File: src/design/ptts_pkg.sv
`default_nettype none

package ptts_pkg;

   // Command codes of the request channel
   localparam logic [1:0] CMD_TICK     = 2'd0;
   localparam logic [1:0] CMD_DISPATCH = 2'd1;
   localparam logic [1:0] CMD_ADD      = 2'd2;

   // Result kinds
   localparam logic [2:0] KIND_TICK_DONE  = 3'd0;
   localparam logic [2:0] KIND_ADDED      = 3'd1;
   localparam logic [2:0] KIND_TABLE_FULL = 3'd2;
   localparam logic [2:0] KIND_DUE        = 3'd3;
   localparam logic [2:0] KIND_NONE_DUE   = 3'd4;

   // Most due tasks reported by one dispatch
   localparam int DISPATCH_CAP = 8;

   localparam int MS_W      = 16;
   localparam int COUNTER_W = 18;

   typedef struct packed {
      logic [1:0]      cmd;
      logic [MS_W-1:0] period_ms;
      logic [MS_W-1:0] offset_ms;
   } req_type;

   typedef struct packed {
      logic [2:0] kind;
      logic [2:0] task_index;
      logic       last;
   } rsp_type;

   typedef enum logic [2:0] {
      ST_IDLE,
      ST_TICK_WALK,
      ST_DISPATCH,
      ST_ADD_PERIOD,
      ST_ADD_OFFSET,
      ST_ADD_WRITE,
      ST_REPORT
   } state_type;

endpackage

`default_nettype wire

File: src/design/ptts_tick_div.sv
`default_nettype none

// Divide a millisecond value by the tick length: multiply by a rounded-up
// reciprocal and shift. Exact for every 16-bit dividend; registered output.
module ptts_tick_div #(
   parameter int TICK_MS = 1
) (
   input  wire logic                     clock,
   input  wire logic [ptts_pkg::MS_W-1:0] dividend,
   output logic      [ptts_pkg::MS_W-1:0] quotient_ff
);

   localparam int SHIFT = ptts_pkg::MS_W + $clog2(TICK_MS);
   localparam int PROD_W = 2 * ptts_pkg::MS_W + 1;
   localparam logic [ptts_pkg::MS_W:0] RECIP =
      (ptts_pkg::MS_W + 1)'(((64'd1 << SHIFT) + 64'(TICK_MS) - 64'd1) / 64'(TICK_MS));

   logic [PROD_W-1:0] product;
   logic [PROD_W-1:0] shifted;

   assign product = PROD_W'(dividend) * PROD_W'(RECIP);
   assign shifted = product >> SHIFT;

   // Register the quotient
   always_ff @(posedge clock) begin
      quotient_ff <= shifted[ptts_pkg::MS_W-1:0];
   end

endmodule

`default_nettype wire

File: src/design/periodic_task_tick_scheduler.sv
`default_nettype none

// Periodic task tick scheduler. Holds up to MAX_TASKS task slots, filled in
// order; each slot's period and 18-bit signed down counter live in one
// single-port-read synchronous memory of MAX_TASKS entries, and the ready
// flags sit in flip-flops. Requests are taken one at a time, only while the
// scheduler is idle; a finished result may still wait on rsp_stall while
// the next request is taken. A tick walks every installed slot through the
// memory with one read-modify-write per cycle, then waits on result
// back-pressure; with no slot installed it skips the walk. An add runs the
// two millisecond values through one shared reciprocal multiplier, one per
// cycle. A dispatch scans the ready flags one slot per cycle, pausing on a
// due slot while rsp_stall holds the result, up to the last due task it
// reports, one result per due task, at most eight. The memory needs no
// clearing pass: entries above the fill count are never read.
module periodic_task_tick_scheduler #(
   parameter int MAX_TASKS = 8,
   parameter int TICK_MS   = 1
) (
   input  wire logic              clock,
   input  wire logic              reset,
   input  wire logic              req_valid,
   output logic                   req_stall,
   input  wire ptts_pkg::req_type req_data,
   output logic                   rsp_valid,
   input  wire logic              rsp_stall,
   output ptts_pkg::rsp_type      rsp_data
);

   localparam int IDX_W   = (MAX_TASKS > 1) ? $clog2(MAX_TASKS) : 1;
   localparam int CNT_W   = $clog2(MAX_TASKS + 1);
   localparam int SENT_W  = $clog2(ptts_pkg::DISPATCH_CAP);
   localparam int MS_W    = ptts_pkg::MS_W;
   localparam int CTR_W   = ptts_pkg::COUNTER_W;
   localparam int ENTRY_W = MS_W + CTR_W;

   ptts_pkg::state_type state_ff, state_in;

   ptts_pkg::req_type   req_ff;
   logic [CNT_W-1:0]    slots_ff, slots_in;
   logic [CNT_W-1:0]    walk_ff, walk_in;
   logic [SENT_W-1:0]   sent_ff, sent_in;
   logic [MAX_TASKS-1:0] flags_ff, flags_in;
   logic [MS_W-1:0]     period_ff, period_in;
   logic [2:0]          report_ff, report_in;
   logic                rsp_valid_ff;
   ptts_pkg::rsp_type   rsp_data_ff;

   logic [ENTRY_W-1:0]  slot_mem [MAX_TASKS];
   logic [ENTRY_W-1:0]  rd_data_ff;
   logic                rd_en;
   logic [IDX_W-1:0]    rd_addr;
   logic                wr_en;
   logic [IDX_W-1:0]    wr_addr;
   logic [ENTRY_W-1:0]  wr_data;

   logic                req_accept;
   logic                out_free;
   logic                emit_valid;
   ptts_pkg::rsp_type   emit_data;

   logic [IDX_W-1:0]    walk_idx;
   logic [IDX_W-1:0]    slot_idx;
   logic [CNT_W-1:0]    walk_nx;
   logic                table_full;
   logic                walk_end;
   logic [MAX_TASKS-1:0] above_mask;
   logic                dispatch_last;

   logic [MS_W-1:0]     div_in;
   logic [MS_W-1:0]     div_q;

   logic signed [CTR_W-1:0] ctr_old;
   logic signed [CTR_W-1:0] ctr_dec;
   logic                ctr_reload;

   assign req_stall  = (state_ff != ptts_pkg::ST_IDLE);
   assign req_accept = req_valid && !req_stall;
   assign out_free   = !rsp_valid_ff || !rsp_stall;
   assign rsp_valid  = rsp_valid_ff;
   assign rsp_data   = rsp_data_ff;

   assign walk_idx   = walk_ff[IDX_W-1:0];
   assign slot_idx   = slots_ff[IDX_W-1:0];
   assign walk_nx    = walk_ff + CNT_W'(1);
   assign table_full = (slots_ff == CNT_W'(MAX_TASKS));
   assign walk_end   = (walk_nx == slots_ff);

   // Mark slots above the current walk position
   always_comb begin
      for (int j = 0; j < MAX_TASKS; j++) begin
         above_mask[j] = (IDX_W'(j) > walk_idx);
      end
   end

   assign dispatch_last = (sent_ff == SENT_W'(ptts_pkg::DISPATCH_CAP - 1))
                          || !(|(flags_ff & above_mask));

   // Decrement the counter read from memory, reload at zero or below
   assign ctr_old    = $signed(rd_data_ff[CTR_W-1:0]);
   assign ctr_dec    = ctr_old - CTR_W'(1);
   assign ctr_reload = ctr_dec[CTR_W-1] || (ctr_dec == '0);

   // Share one divider between period and offset
   assign div_in = (state_ff == ptts_pkg::ST_ADD_PERIOD) ? req_ff.period_ms
                                                         : req_ff.offset_ms;

   ptts_tick_div #(
      .TICK_MS (TICK_MS)
   ) u_div (
      .clock       (clock),
      .dividend    (div_in),
      .quotient_ff (div_q)
   );

   // Next state
   always_comb begin
      state_in = state_ff;
      unique case (state_ff)
         ptts_pkg::ST_IDLE: begin
            if (req_accept) begin
               priority case (req_data.cmd)
                  ptts_pkg::CMD_TICK:
                     state_in = (slots_ff == '0) ? ptts_pkg::ST_REPORT
                                                 : ptts_pkg::ST_TICK_WALK;
                  ptts_pkg::CMD_DISPATCH:
                     state_in = (flags_ff == '0) ? ptts_pkg::ST_REPORT
                                                 : ptts_pkg::ST_DISPATCH;
                  ptts_pkg::CMD_ADD:
                     state_in = table_full ? ptts_pkg::ST_REPORT
                                           : ptts_pkg::ST_ADD_PERIOD;
                  default:
                     state_in = ptts_pkg::ST_IDLE;
               endcase
            end
         end
         ptts_pkg::ST_TICK_WALK: begin
            if (walk_end) state_in = ptts_pkg::ST_REPORT;
         end
         ptts_pkg::ST_DISPATCH: begin
            if (flags_ff[walk_idx] && out_free && dispatch_last) begin
               state_in = ptts_pkg::ST_IDLE;
            end
         end
         ptts_pkg::ST_ADD_PERIOD: state_in = ptts_pkg::ST_ADD_OFFSET;
         ptts_pkg::ST_ADD_OFFSET: state_in = ptts_pkg::ST_ADD_WRITE;
         ptts_pkg::ST_ADD_WRITE: begin
            if (out_free) state_in = ptts_pkg::ST_IDLE;
         end
         ptts_pkg::ST_REPORT: begin
            if (out_free) state_in = ptts_pkg::ST_IDLE;
         end
         default: state_in = ptts_pkg::ST_IDLE;
      endcase
   end

   // Datapath control and results
   always_comb begin
      slots_in   = slots_ff;
      walk_in    = walk_ff;
      sent_in    = sent_ff;
      flags_in   = flags_ff;
      period_in  = period_ff;
      report_in  = report_ff;
      rd_en      = 1'b0;
      rd_addr    = walk_nx[IDX_W-1:0];
      wr_en      = 1'b0;
      wr_addr    = walk_idx;
      wr_data    = {rd_data_ff[ENTRY_W-1:CTR_W], ctr_dec};
      emit_valid = 1'b0;
      emit_data  = '{kind: ptts_pkg::KIND_TICK_DONE, task_index: 3'd0, last: 1'b1};

      unique case (state_ff)
         ptts_pkg::ST_IDLE: begin
            walk_in = '0;
            sent_in = '0;
            if (req_accept) begin
               priority case (req_data.cmd)
                  ptts_pkg::CMD_TICK: begin
                     report_in = ptts_pkg::KIND_TICK_DONE;
                     rd_en     = (slots_ff != '0);
                     rd_addr   = '0;
                  end
                  ptts_pkg::CMD_DISPATCH: report_in = ptts_pkg::KIND_NONE_DUE;
                  ptts_pkg::CMD_ADD:      report_in = ptts_pkg::KIND_TABLE_FULL;
                  default:                report_in = report_ff;
               endcase
            end
         end
         ptts_pkg::ST_TICK_WALK: begin
            // Write back this slot, read the next one
            wr_en = 1'b1;
            if (ctr_reload) begin
               wr_data            = {rd_data_ff[ENTRY_W-1:CTR_W], CTR_W'(rd_data_ff[ENTRY_W-1:CTR_W])};
               flags_in[walk_idx] = 1'b1;
            end
            rd_en   = !walk_end;
            walk_in = walk_nx;
         end
         ptts_pkg::ST_DISPATCH: begin
            if (flags_ff[walk_idx]) begin
               if (out_free) begin
                  emit_valid         = 1'b1;
                  emit_data.kind     = ptts_pkg::KIND_DUE;
                  emit_data.task_index = 3'(walk_idx);
                  emit_data.last     = dispatch_last;
                  flags_in[walk_idx] = 1'b0;
                  sent_in            = sent_ff + SENT_W'(1);
                  walk_in            = walk_nx;
               end
            end else begin
               walk_in = walk_nx;
            end
         end
         ptts_pkg::ST_ADD_PERIOD: begin
            period_in = period_ff;
         end
         ptts_pkg::ST_ADD_OFFSET: begin
            // Capture the period quotient while the offset is divided
            period_in = div_q;
         end
         ptts_pkg::ST_ADD_WRITE: begin
            if (out_free) begin
               wr_en                = 1'b1;
               wr_addr              = slot_idx;
               wr_data              = {period_ff, CTR_W'(period_ff) - CTR_W'(div_q)};
               flags_in[slot_idx]   = 1'b0;
               slots_in             = slots_ff + CNT_W'(1);
               emit_valid           = 1'b1;
               emit_data.kind       = ptts_pkg::KIND_ADDED;
               emit_data.task_index = 3'(slot_idx);
               emit_data.last       = 1'b1;
            end
         end
         ptts_pkg::ST_REPORT: begin
            if (out_free) begin
               emit_valid     = 1'b1;
               emit_data.kind = report_ff;
            end
         end
         default: begin
            emit_valid = 1'b0;
         end
      endcase
   end

   // Advance control state
   always_ff @(posedge clock) begin
      if (reset) begin
         state_ff     <= ptts_pkg::ST_IDLE;
         slots_ff     <= '0;
         flags_ff     <= '0;
         walk_ff      <= '0;
         sent_ff      <= '0;
         rsp_valid_ff <= 1'b0;
      end else begin
         state_ff <= state_in;
         slots_ff <= slots_in;
         flags_ff <= flags_in;
         walk_ff  <= walk_in;
         sent_ff  <= sent_in;
         if (out_free) rsp_valid_ff <= emit_valid;
      end
   end

   // Hold payload registers
   always_ff @(posedge clock) begin
      period_ff <= period_in;
      report_ff <= report_in;
      if (req_accept) req_ff <= req_data;
      if (out_free && emit_valid) rsp_data_ff <= emit_data;
   end

   // Slot memory: one write and one registered read per cycle
   always_ff @(posedge clock) begin
      if (wr_en) slot_mem[wr_addr] <= wr_data;
      if (rd_en) rd_data_ff <= slot_mem[rd_addr];
   end

endmodule

`default_nettype wire
File: config.mk
export PLATFORM = sky130hd
export DESIGN_NAME = periodic_task_tick_scheduler
export DESIGN_NICKNAME = d
export VERILOG_FILES = /design/src/design/ptts_pkg.sv /design/src/design/ptts_tick_div.sv /design/src/design/periodic_task_tick_scheduler.sv
export SDC_FILE = /design/constraint.sdc
export NUM_CORES = 1
export LEC_CHECK = 0
export BUFFER_PORTS_ARGS = -buffer_cell sky130_fd_sc_hd__clkbuf_2
export CAP_MARGIN = 20
export CORE_MARGIN = 1
export CORE_UTILIZATION = 67
export DETAILED_ROUTE_END_ITERATION = 12
export GPL_TIMING_DRIVEN = 0
export PLACE_DENSITY = 0.9
export SYNTH_ARGS = -nofsm -noshare
export SYNTH_HDL_FRONTEND = slang
export SYNTH_SLANG_ARGS = --single-unit
File: constraint.sdc
create_clock -name clock -period 13 [get_ports clock]
set_clock_uncertainty 0.1 [all_clocks]
set_input_delay 2.6 -clock clock [delete_from_list [all_inputs] [get_ports clock]]
set_output_delay 2.6 -clock clock [all_outputs]
set_load 0.1 [all_outputs]
==> results.ini, run 1 <==
[place]
dp_hpwl_um = 31500
place_inst = 1797
portBuffers = 46
gp_congestion = 0.945

[sta]
finalMaxSlewViolations = 0
rsz0062_at_grt = false
fmax_mhz = 190
timing.final.crit_share_pct = 40.4
hold_violations = 0
setup_violations = 0
fin_tns_setup_ns = 0
tightest_slew_ns = 1.10
min_period_ns = 5.26
relSlewSlack_pct = 25.9

[floorplanning]
start_util_pct = 68.6
die-height_um = 163
core_um2 = 25300
fp.dieW_um = 163
pin_count = 47
num_rows = 58
die-area_um2 = 26600

[cts]
root_buffer = clkbuf_16
clk_path_buf_depth = 3
h-tree-depth = 2
insertion_delay_ns = 0.54
clkTransAtPathRegs_ns = 0.06
cts_tree = built
cts_hold_buf = 0
cts_setup_buffers = 0
numCtsBuffers = 39
cts-resized-gates = 0
clkSinkCount = 402

[synthesis]
syn_area_per_cell_um2 = 12.3
ys_ff_latch = 402
synth_compound_area_share_pct = 9.31
synthAdderAreaFrac_pct = 2.27
synthesis.nets = 1478
synth_area_um2 = 17400
yosysTopAreaCellShare_pct = 62.7
synth_xor_area_share_pct = 1.77
synth-edff-count = 363
yosysMostFrequentCell = edfxtp_1
yosysSeqAreaShare_pct = 67.2
async_reset_ff_share_pct = 0
yosys_warnings = 0
muxShareOfSynthArea_pct = 3.78
ys_top_cells_by_count = edfxtp_1 (363), nand2_1 (263), nand3_1 (118)
synthFlopType = edfxtp_1
synth_cells = 1409
synth_cell_type_count = 72
synth.largest_area_cell = edfxtp_1
synthSimpleGateAreaFrac_pct = 13.2
synth_area_leaders = edfxtp_1 (63%), nand2_1 (5.7%), dfxtp_1 (4.5%), nand3_1 (3.4%), mux2_2 (3.3%)
synth_top_family_by_area = simple AND/OR/NAND/NOR gates

[final_layout]
nets = 1580
layout-drive-gt1-share_pct = 13.4
num-fill-cells = 1469
fin_cells = 1871
diodes = 0
syn_to_final_growth_pct = 13.0

[setup_path]
endpoint_kind = flop
reg2reg_to = rd_data_ff[16]$_DFFE_PP_
ff2ff_path_depth = 10
setup.worst_path.start_class = input port
reg2reg_from = walk_ff[1]$_SDFFE_PP0P_
crit_type = in2reg
crit_required_ns = 13.14
ff2ff_setup_slack_ns = 8.07
path_max_fanout = 11
crit_arrival_ns = 5.39

[pwr]
p_leak_nw = 6.85
vdd_drop_max_mv = 0.159
power_mw = 3.36
p_per_area_nw_per_um2 = 171

[routing]
drtIter0Drc = 1970
drc = 0
ant_nets = 0
wl_per_cell_um = 25.2
routed_wl_um = 47200
firstDrtPassIters = 6
drt-vias-per-instance = 6.77
vias = 12700

[global_route]
antenna_found_initial = 1
gr-total-overflow = 0
grt_usage_pct = 37.0
grt_max_degree = 28
grt_pass1_vias = 12600
grt_first_pass_wirelength_um = 72700

[outcome]
outcome = complete, no violations

[min_path]
hp-class = reg2reg
worstHoldPathCells = 0
worstHoldEndpoint = period_ff[8]$_DFFE_PN_
min_from = u_div.quotient_ff[8]$_DFF_P_

[flow_run]
max_cap_violations = 0

[metal layers]
metal	vias to the layer above	wire, µm	GRT usage (%)
met5	-	0	0
met4	0	2140	16.7
met3	191	5820	8.08
met2	969	22700	59.9
met1	6085	16500	48.3
li1	5417	-	-
[layout make-up]
class | instances | area (µm²) | share of cell area [%]
buffer | 75 | 290 | 1.48
clock buffer | 49 | 1060 | 5.42
clock inverter | 22 | 179 | 0.911
inverter | 39 | 146 | 0.745
multi-input combinational | 893 | 5340 | 27.2
sequential | 402 | 11700 | 59.5
tap | 330 | 413 | 2.10
timing repair buffer | 61 | 524 | 2.67
[critical path, stage by stage]
cell and delay (ns):
clkbuf_2 0.11, and2_1 0.37, a21oi_1 0.64, clkbuf_1 0.62, clkbuf_1 0.55, nand3_1 0.18, nand3_1 0.14, o21ai_0 0.16
[cells by family (layout without fill, tap and decap cells)]
group           after synthesis  after routing
fa+ha+maj                    31             31
simple gates                511            511
buf+inv                     114            246
mux                          58             58
compound gates              260            260
xor+xnor                     33             33
flops                       402            402
[report_power, final]
| group | switching, mW | internal [mW] | total (mW) | leakage [nW] |
|---|---|---|---|---|
| Sequential | 0.0415 | 1.54 | 1.58 | 3.61 |
| Clock | 0.484 | 0.624 | 1.11 | 0.615 |
| Combinational | 0.483 | 0.189 | 0.673 | 2.63 |
[metrics by stage]
stage	util [%]	worst slack [ns]	cell area, µm²	hold WS, ns
floorplan	-	6.91	17400	0.308
global placement	71.2	5.08	18000	0.312
detailed placement	72.6	7.40	18400	0.313
CTS	77.5	7.86	19600	0.344
global route	77.6	7.68	19600	0.350
finish	77.6	7.74	19600	0.343
[worst max path at each step]
| stage | slack [ns] | to | startpoint | depth (start not counted) |
|---|---|---|---|---|
| CTS | 7.86 | rd_data_ff[16]$_DFFE_PP_ | req_valid | 8 |
| global placement | 5.08 | rd_data_ff[8]$_DFFE_PP_ | req_data[32] | 5 |
| finish | 7.74 | rd_data_ff[16]$_DFFE_PP_ | req_valid | 8 |
| detailed placement | 7.40 | rd_data_ff[16]$_DFFE_PP_ | req_valid | 8 |
| floorplan | 6.91 | rd_data_ff[0]$_DFFE_PP_ | req_data[32] | 4 |
| global route | 7.68 | slot_mem[3][4]$_DFFE_PP_ | rsp_stall | 7 |
[cells in the final DEF (no fill, tap or decap), types with 18 or more instances in the layout]
master     synthesis  routed
clkbuf_16          0      40
edfxtp_1         363     363
dfxtp_1           39      39
nand3_1          118     118
nand2_1          263     263
xnor2_1           18      18
clkbuf_2           0      46
o22ai_1           36      36
nor2_1            56      48
a21oi_1           42      42
ha_1              30      30
clkbuf_1          58      64
o21ai_0          102     101
inv_1             37      37
mux2_2            51      51
[sequential cells by signal (all words and copies together), names as in the netlist]
| name | flops |
|---|---|
| flags_ff | 8 |
| period_ff | 16 |
| rd_data_ff | 34 |
| report_ff | 2 |
| req_ff | 32 |
| rsp_data | 7 |
| rsp_valid | 1 |
| sent_ff | 3 |
| slot_mem | 272 |
| slots_ff | 4 |
| state_ff | 3 |
| u_div.quotient_ff | 16 |
| walk_ff | 4 |
Note: power is estimated with default switching activity, not from simulation.
==> run 2: changes to the inputs <==
--- a/config.mk
+++ b/config.mk
@@ -8,10 +8,10 @@
 export BUFFER_PORTS_ARGS = -buffer_cell sky130_fd_sc_hd__clkbuf_2
 export CAP_MARGIN = 20
 export CORE_MARGIN = 1
-export CORE_UTILIZATION = 67
+export CORE_UTILIZATION = 62
 export DETAILED_ROUTE_END_ITERATION = 12
 export GPL_TIMING_DRIVEN = 0
-export PLACE_DENSITY = 0.9
+export PLACE_DENSITY = 0.84
 export SYNTH_ARGS = -nofsm -noshare
 export SYNTH_HDL_FRONTEND = slang
 export SYNTH_SLANG_ARGS = --single-unit
==> constraint.sdc (replaced) <==
create_clock -name clock -period 5.3 [get_ports clock]
set_clock_uncertainty 0.1 [all_clocks]
set_input_delay 1.06 -clock clock [delete_from_list [all_inputs] [get_ports clock]]
set_output_delay 1.06 -clock clock [all_outputs]
set_load 0.1 [all_outputs]
==> run 2 against run 1 <==
  * Register-to-register slack lost 7.7 ns
  * Global-route usage shrank 4.1 points
  * Combinational power grew 140%
  * Die area grew 8.0%
  * Flip-flop and latch count is the same
  * Largest cell class unchanged
  * Final area grew 0.29%
  * Core utilization shrank 5.3 points
  * Power grew 150%
==> results.ini, run 2 (synthesis gave the netlist of run 1 again) <==
[setup_path]
setup.worst_path.start_class = flop  ; was input port
cp_cell_sequence = ha_1 > ha_1 > clkbuf_1 > clkinv_1 > a21oi_1 > clkbuf_1 > clkbuf_1 > nand3_1 > nand3_1 > o21ai_0  ; was clkbuf_2 > and2_1 > a21oi_1 > clkbuf_1 > clkbuf_1 > nand3_1 > nand3_1 > o21ai_0
ff2ff_setup_slack_ns = 0.40  ; was 8.07 ns
slowest_stage = clkbuf_1  ; was a21oi_1
cp_num_buf_inv = 4  ; was 3
reg2reg_to = rd_data_ff[14]$_DFFE_PP_  ; was rd_data_ff[16]$_DFFE_PP_
ff2ff_path_depth = 10  ; unchanged
cp_common_cell = clkbuf_1
path_max_fanout = 10  ; was 11
crit_type = reg2reg  ; was in2reg
reg2reg_from = walk_ff[0]$_SDFFE_PP0P_  ; was walk_ff[1]$_SDFFE_PP0P_
endpoint_kind = flop  ; unchanged
slowest_delay_ns = 0.73  ; was 0.64 ns
crit_required_ns = 5.45  ; was 13.14 ns
crit_arrival_ns = 5.05  ; was 5.39 ns
crit_family = buffers and inverters  ; unchanged

[sta]
tightest_slew_ns = 1.18  ; was 1.10 ns
min_period_ns = 4.90
fmax_mhz = 204
relSlewSlack_pct = 20.7  ; was 25.9%
rsz0062_at_grt = false  ; unchanged
finalMaxSlewViolations = 0  ; unchanged
timing.final.crit_share_pct = 92.5
hold_violations = 0  ; unchanged
setup_violations = 0  ; unchanged
whs_ns = 0.328  ; was 0.343 ns

[floorplanning]
die-height_um = 169  ; was 163 µm
die-area_um2 = 28700  ; was 26600 µm²
num_rows = 60  ; was 58
fp.dieW_um = 169  ; was 163 µm
start_util_pct = 63.8  ; was 68.6%
pin_count = 47  ; unchanged
core_um2 = 27300  ; was 25300 µm²

[cts]
clkTransAtPathRegs_ns = 0.06  ; about the same
root_buffer = clkbuf_16  ; unchanged
cts-resized-gates = 0  ; unchanged
h-tree-depth = 2  ; unchanged
clkSinkCount = 402  ; unchanged
clk_path_buf_depth = 3  ; unchanged
insertion_delay_ns = 0.54  ; about the same
numCtsBuffers = 40  ; was 39
cts_hold_buf = 0  ; unchanged
cts_setup_buffers = 0  ; unchanged
cts_tree = built  ; unchanged

[global_route]
grt_usage_pct = 32.9  ; was 37.0%
use_met2_pct = 55.3  ; was 59.9%
antenna_found_initial = 0  ; was 1
gr-total-overflow = 0  ; unchanged
grtUsageMet1_pct = 42.1  ; was 48.3%
grt_use_met3_pct = 5.99  ; was 8.08%
grt_first_pass_wirelength_um = 69800  ; was 72700 µm
grt_pass1_vias = 12200  ; was 12600
grt_max_degree = 27  ; was 28
busiest_layer = met2  ; unchanged

[final_layout]
syn_to_final_growth_pct = 13.3  ; was 13.0%
final_common_cell = edfxtp_1  ; unchanged
largest_register_ffs = 272  ; unchanged
nets = 1581  ; was 1580
layout-drive-gt1-share_pct = 13.1  ; was 13.4%
largest-register = slot_mem  ; unchanged
top_regs = slot_mem x272, rd_data_ff x34, req_ff x32  ; unchanged
final_cell_mix = edfxtp_1 (363), nand2_1 (263), nand3_1 (118)  ; unchanged
diodes = 0  ; unchanged
fin_cells = 1912  ; was 1871

[routing]
firstDrtPassIters = 6  ; unchanged
vias = 12500  ; was 12700
wl_per_cell_um = 24.1  ; was 25.2 µm
routed_wl_um = 46100  ; was 47200 µm
ant_nets = 0  ; unchanged
drt-vias-per-instance = 6.51  ; was 6.77
drc = 0  ; unchanged
drtIter0Drc = 1725  ; was 1970

[pwr]
power_mw = 8.29  ; was 3.36 mW
p_leak_nw = 6.85  ; about the same
p_per_area_nw_per_um2 = 421  ; was 171 nW/µm²
vdd_drop_max_mv = 0.307  ; was 0.159 mV

[min_path]
hp-class = reg2reg  ; unchanged
worstHoldPathCells = 0  ; unchanged
min_from = u_div.quotient_ff[7]$_DFF_P_  ; was u_div.quotient_ff[8]$_DFF_P_
worstHoldEndpoint = period_ff[7]$_DFFE_PN_  ; was period_ff[8]$_DFFE_PN_

[place]
portBuffers = 46  ; unchanged
dp_hpwl_um = 30500  ; was 31500 µm
place_inst = 1839  ; was 1797
gp_congestion = 0.940  ; was 0.945

[outcome]
outcome = complete, no violations  ; unchanged

[flow_run]
max_cap_violations = 0  ; unchanged

[run 2: cell types whose count changed in the layout (fill, tap and decap cells not counted), sizes merged]
cell,before,now
bufinv,2,3
clkinv,19,13
clkbuf,156,159
inv,38,39
[run 2: layout make-up]
type / count / area (µm²)
clock buffers: 52 / 1100
clock inverters: 18 / 191
well taps: 372 / 465
fillers: 1779 / 7550
flip-flops and latches: 402 / 11700
inverters: 39 / 146
plain buffers: 75 / 290
multi-input cells: 893 / 5340
repair buffers: 61 / 482
[run 2: worst max-delay path by stage]
stage	start	endpoint	slack, ns	cells after the start
floorplan	req_data[32]	rd_data_ff[0]$_DFFE_PP_	0.75	4
global placement	req_data[32]	rd_data_ff[24]$_DFFE_PP_	-1.15	5
detailed placement	walk_ff[0]$_SDFFE_PP0P_	rd_data_ff[13]$_DFFE_PP_	0.78	10
CTS	walk_ff[0]$_SDFFE_PP0P_	rd_data_ff[17]$_DFFE_PP_	0.64	10
global route	walk_ff[0]$_SDFFE_PP0P_	rd_data_ff[15]$_DFFE_PP_	0.39	10
finish	walk_ff[0]$_SDFFE_PP0P_	rd_data_ff[14]$_DFFE_PP_	0.40	10
[run 2: metal layers]
layer	wire length (µm)	part of all wire, %
met3	4930	11
met4	1940	4.2
met5	0	0
met1	17000	37
met2	22300	48
[run 2: worst reg2reg max path, stage by stage (launching register included)]
cell	delay (ns)
dfxtp_1	0.33
ha_1	0.20
ha_1	0.32
clkbuf_1	0.73
clkinv_1	0.63
a21oi_1	0.65
clkbuf_1	0.68
clkbuf_1	0.53
nand3_1	0.15
nand3_1	0.14
o21ai_0	0.15
[run 2: report_power, final]
group	switching [mW]	leakage [nW]	total, mW	internal [mW]
combinational	1.17	2.61	1.63	0.455
sequential	0.0985	3.61	3.87	3.77
clock	1.18	0.626	2.80	1.62
[run 2: per-stage QoR]
step	util [%]	worst slack (ns)	setup TNS, ns	cell area, µm²
floorplan	-	0.749	0	17400
global placement	66.3	-1.15	-93.52	18100
detailed placement	67.5	0.778	0	18400
CTS	72.2	0.642	0	19700
global route	72.3	0.388	0	19700
finish	72.3	0.399	0	19700
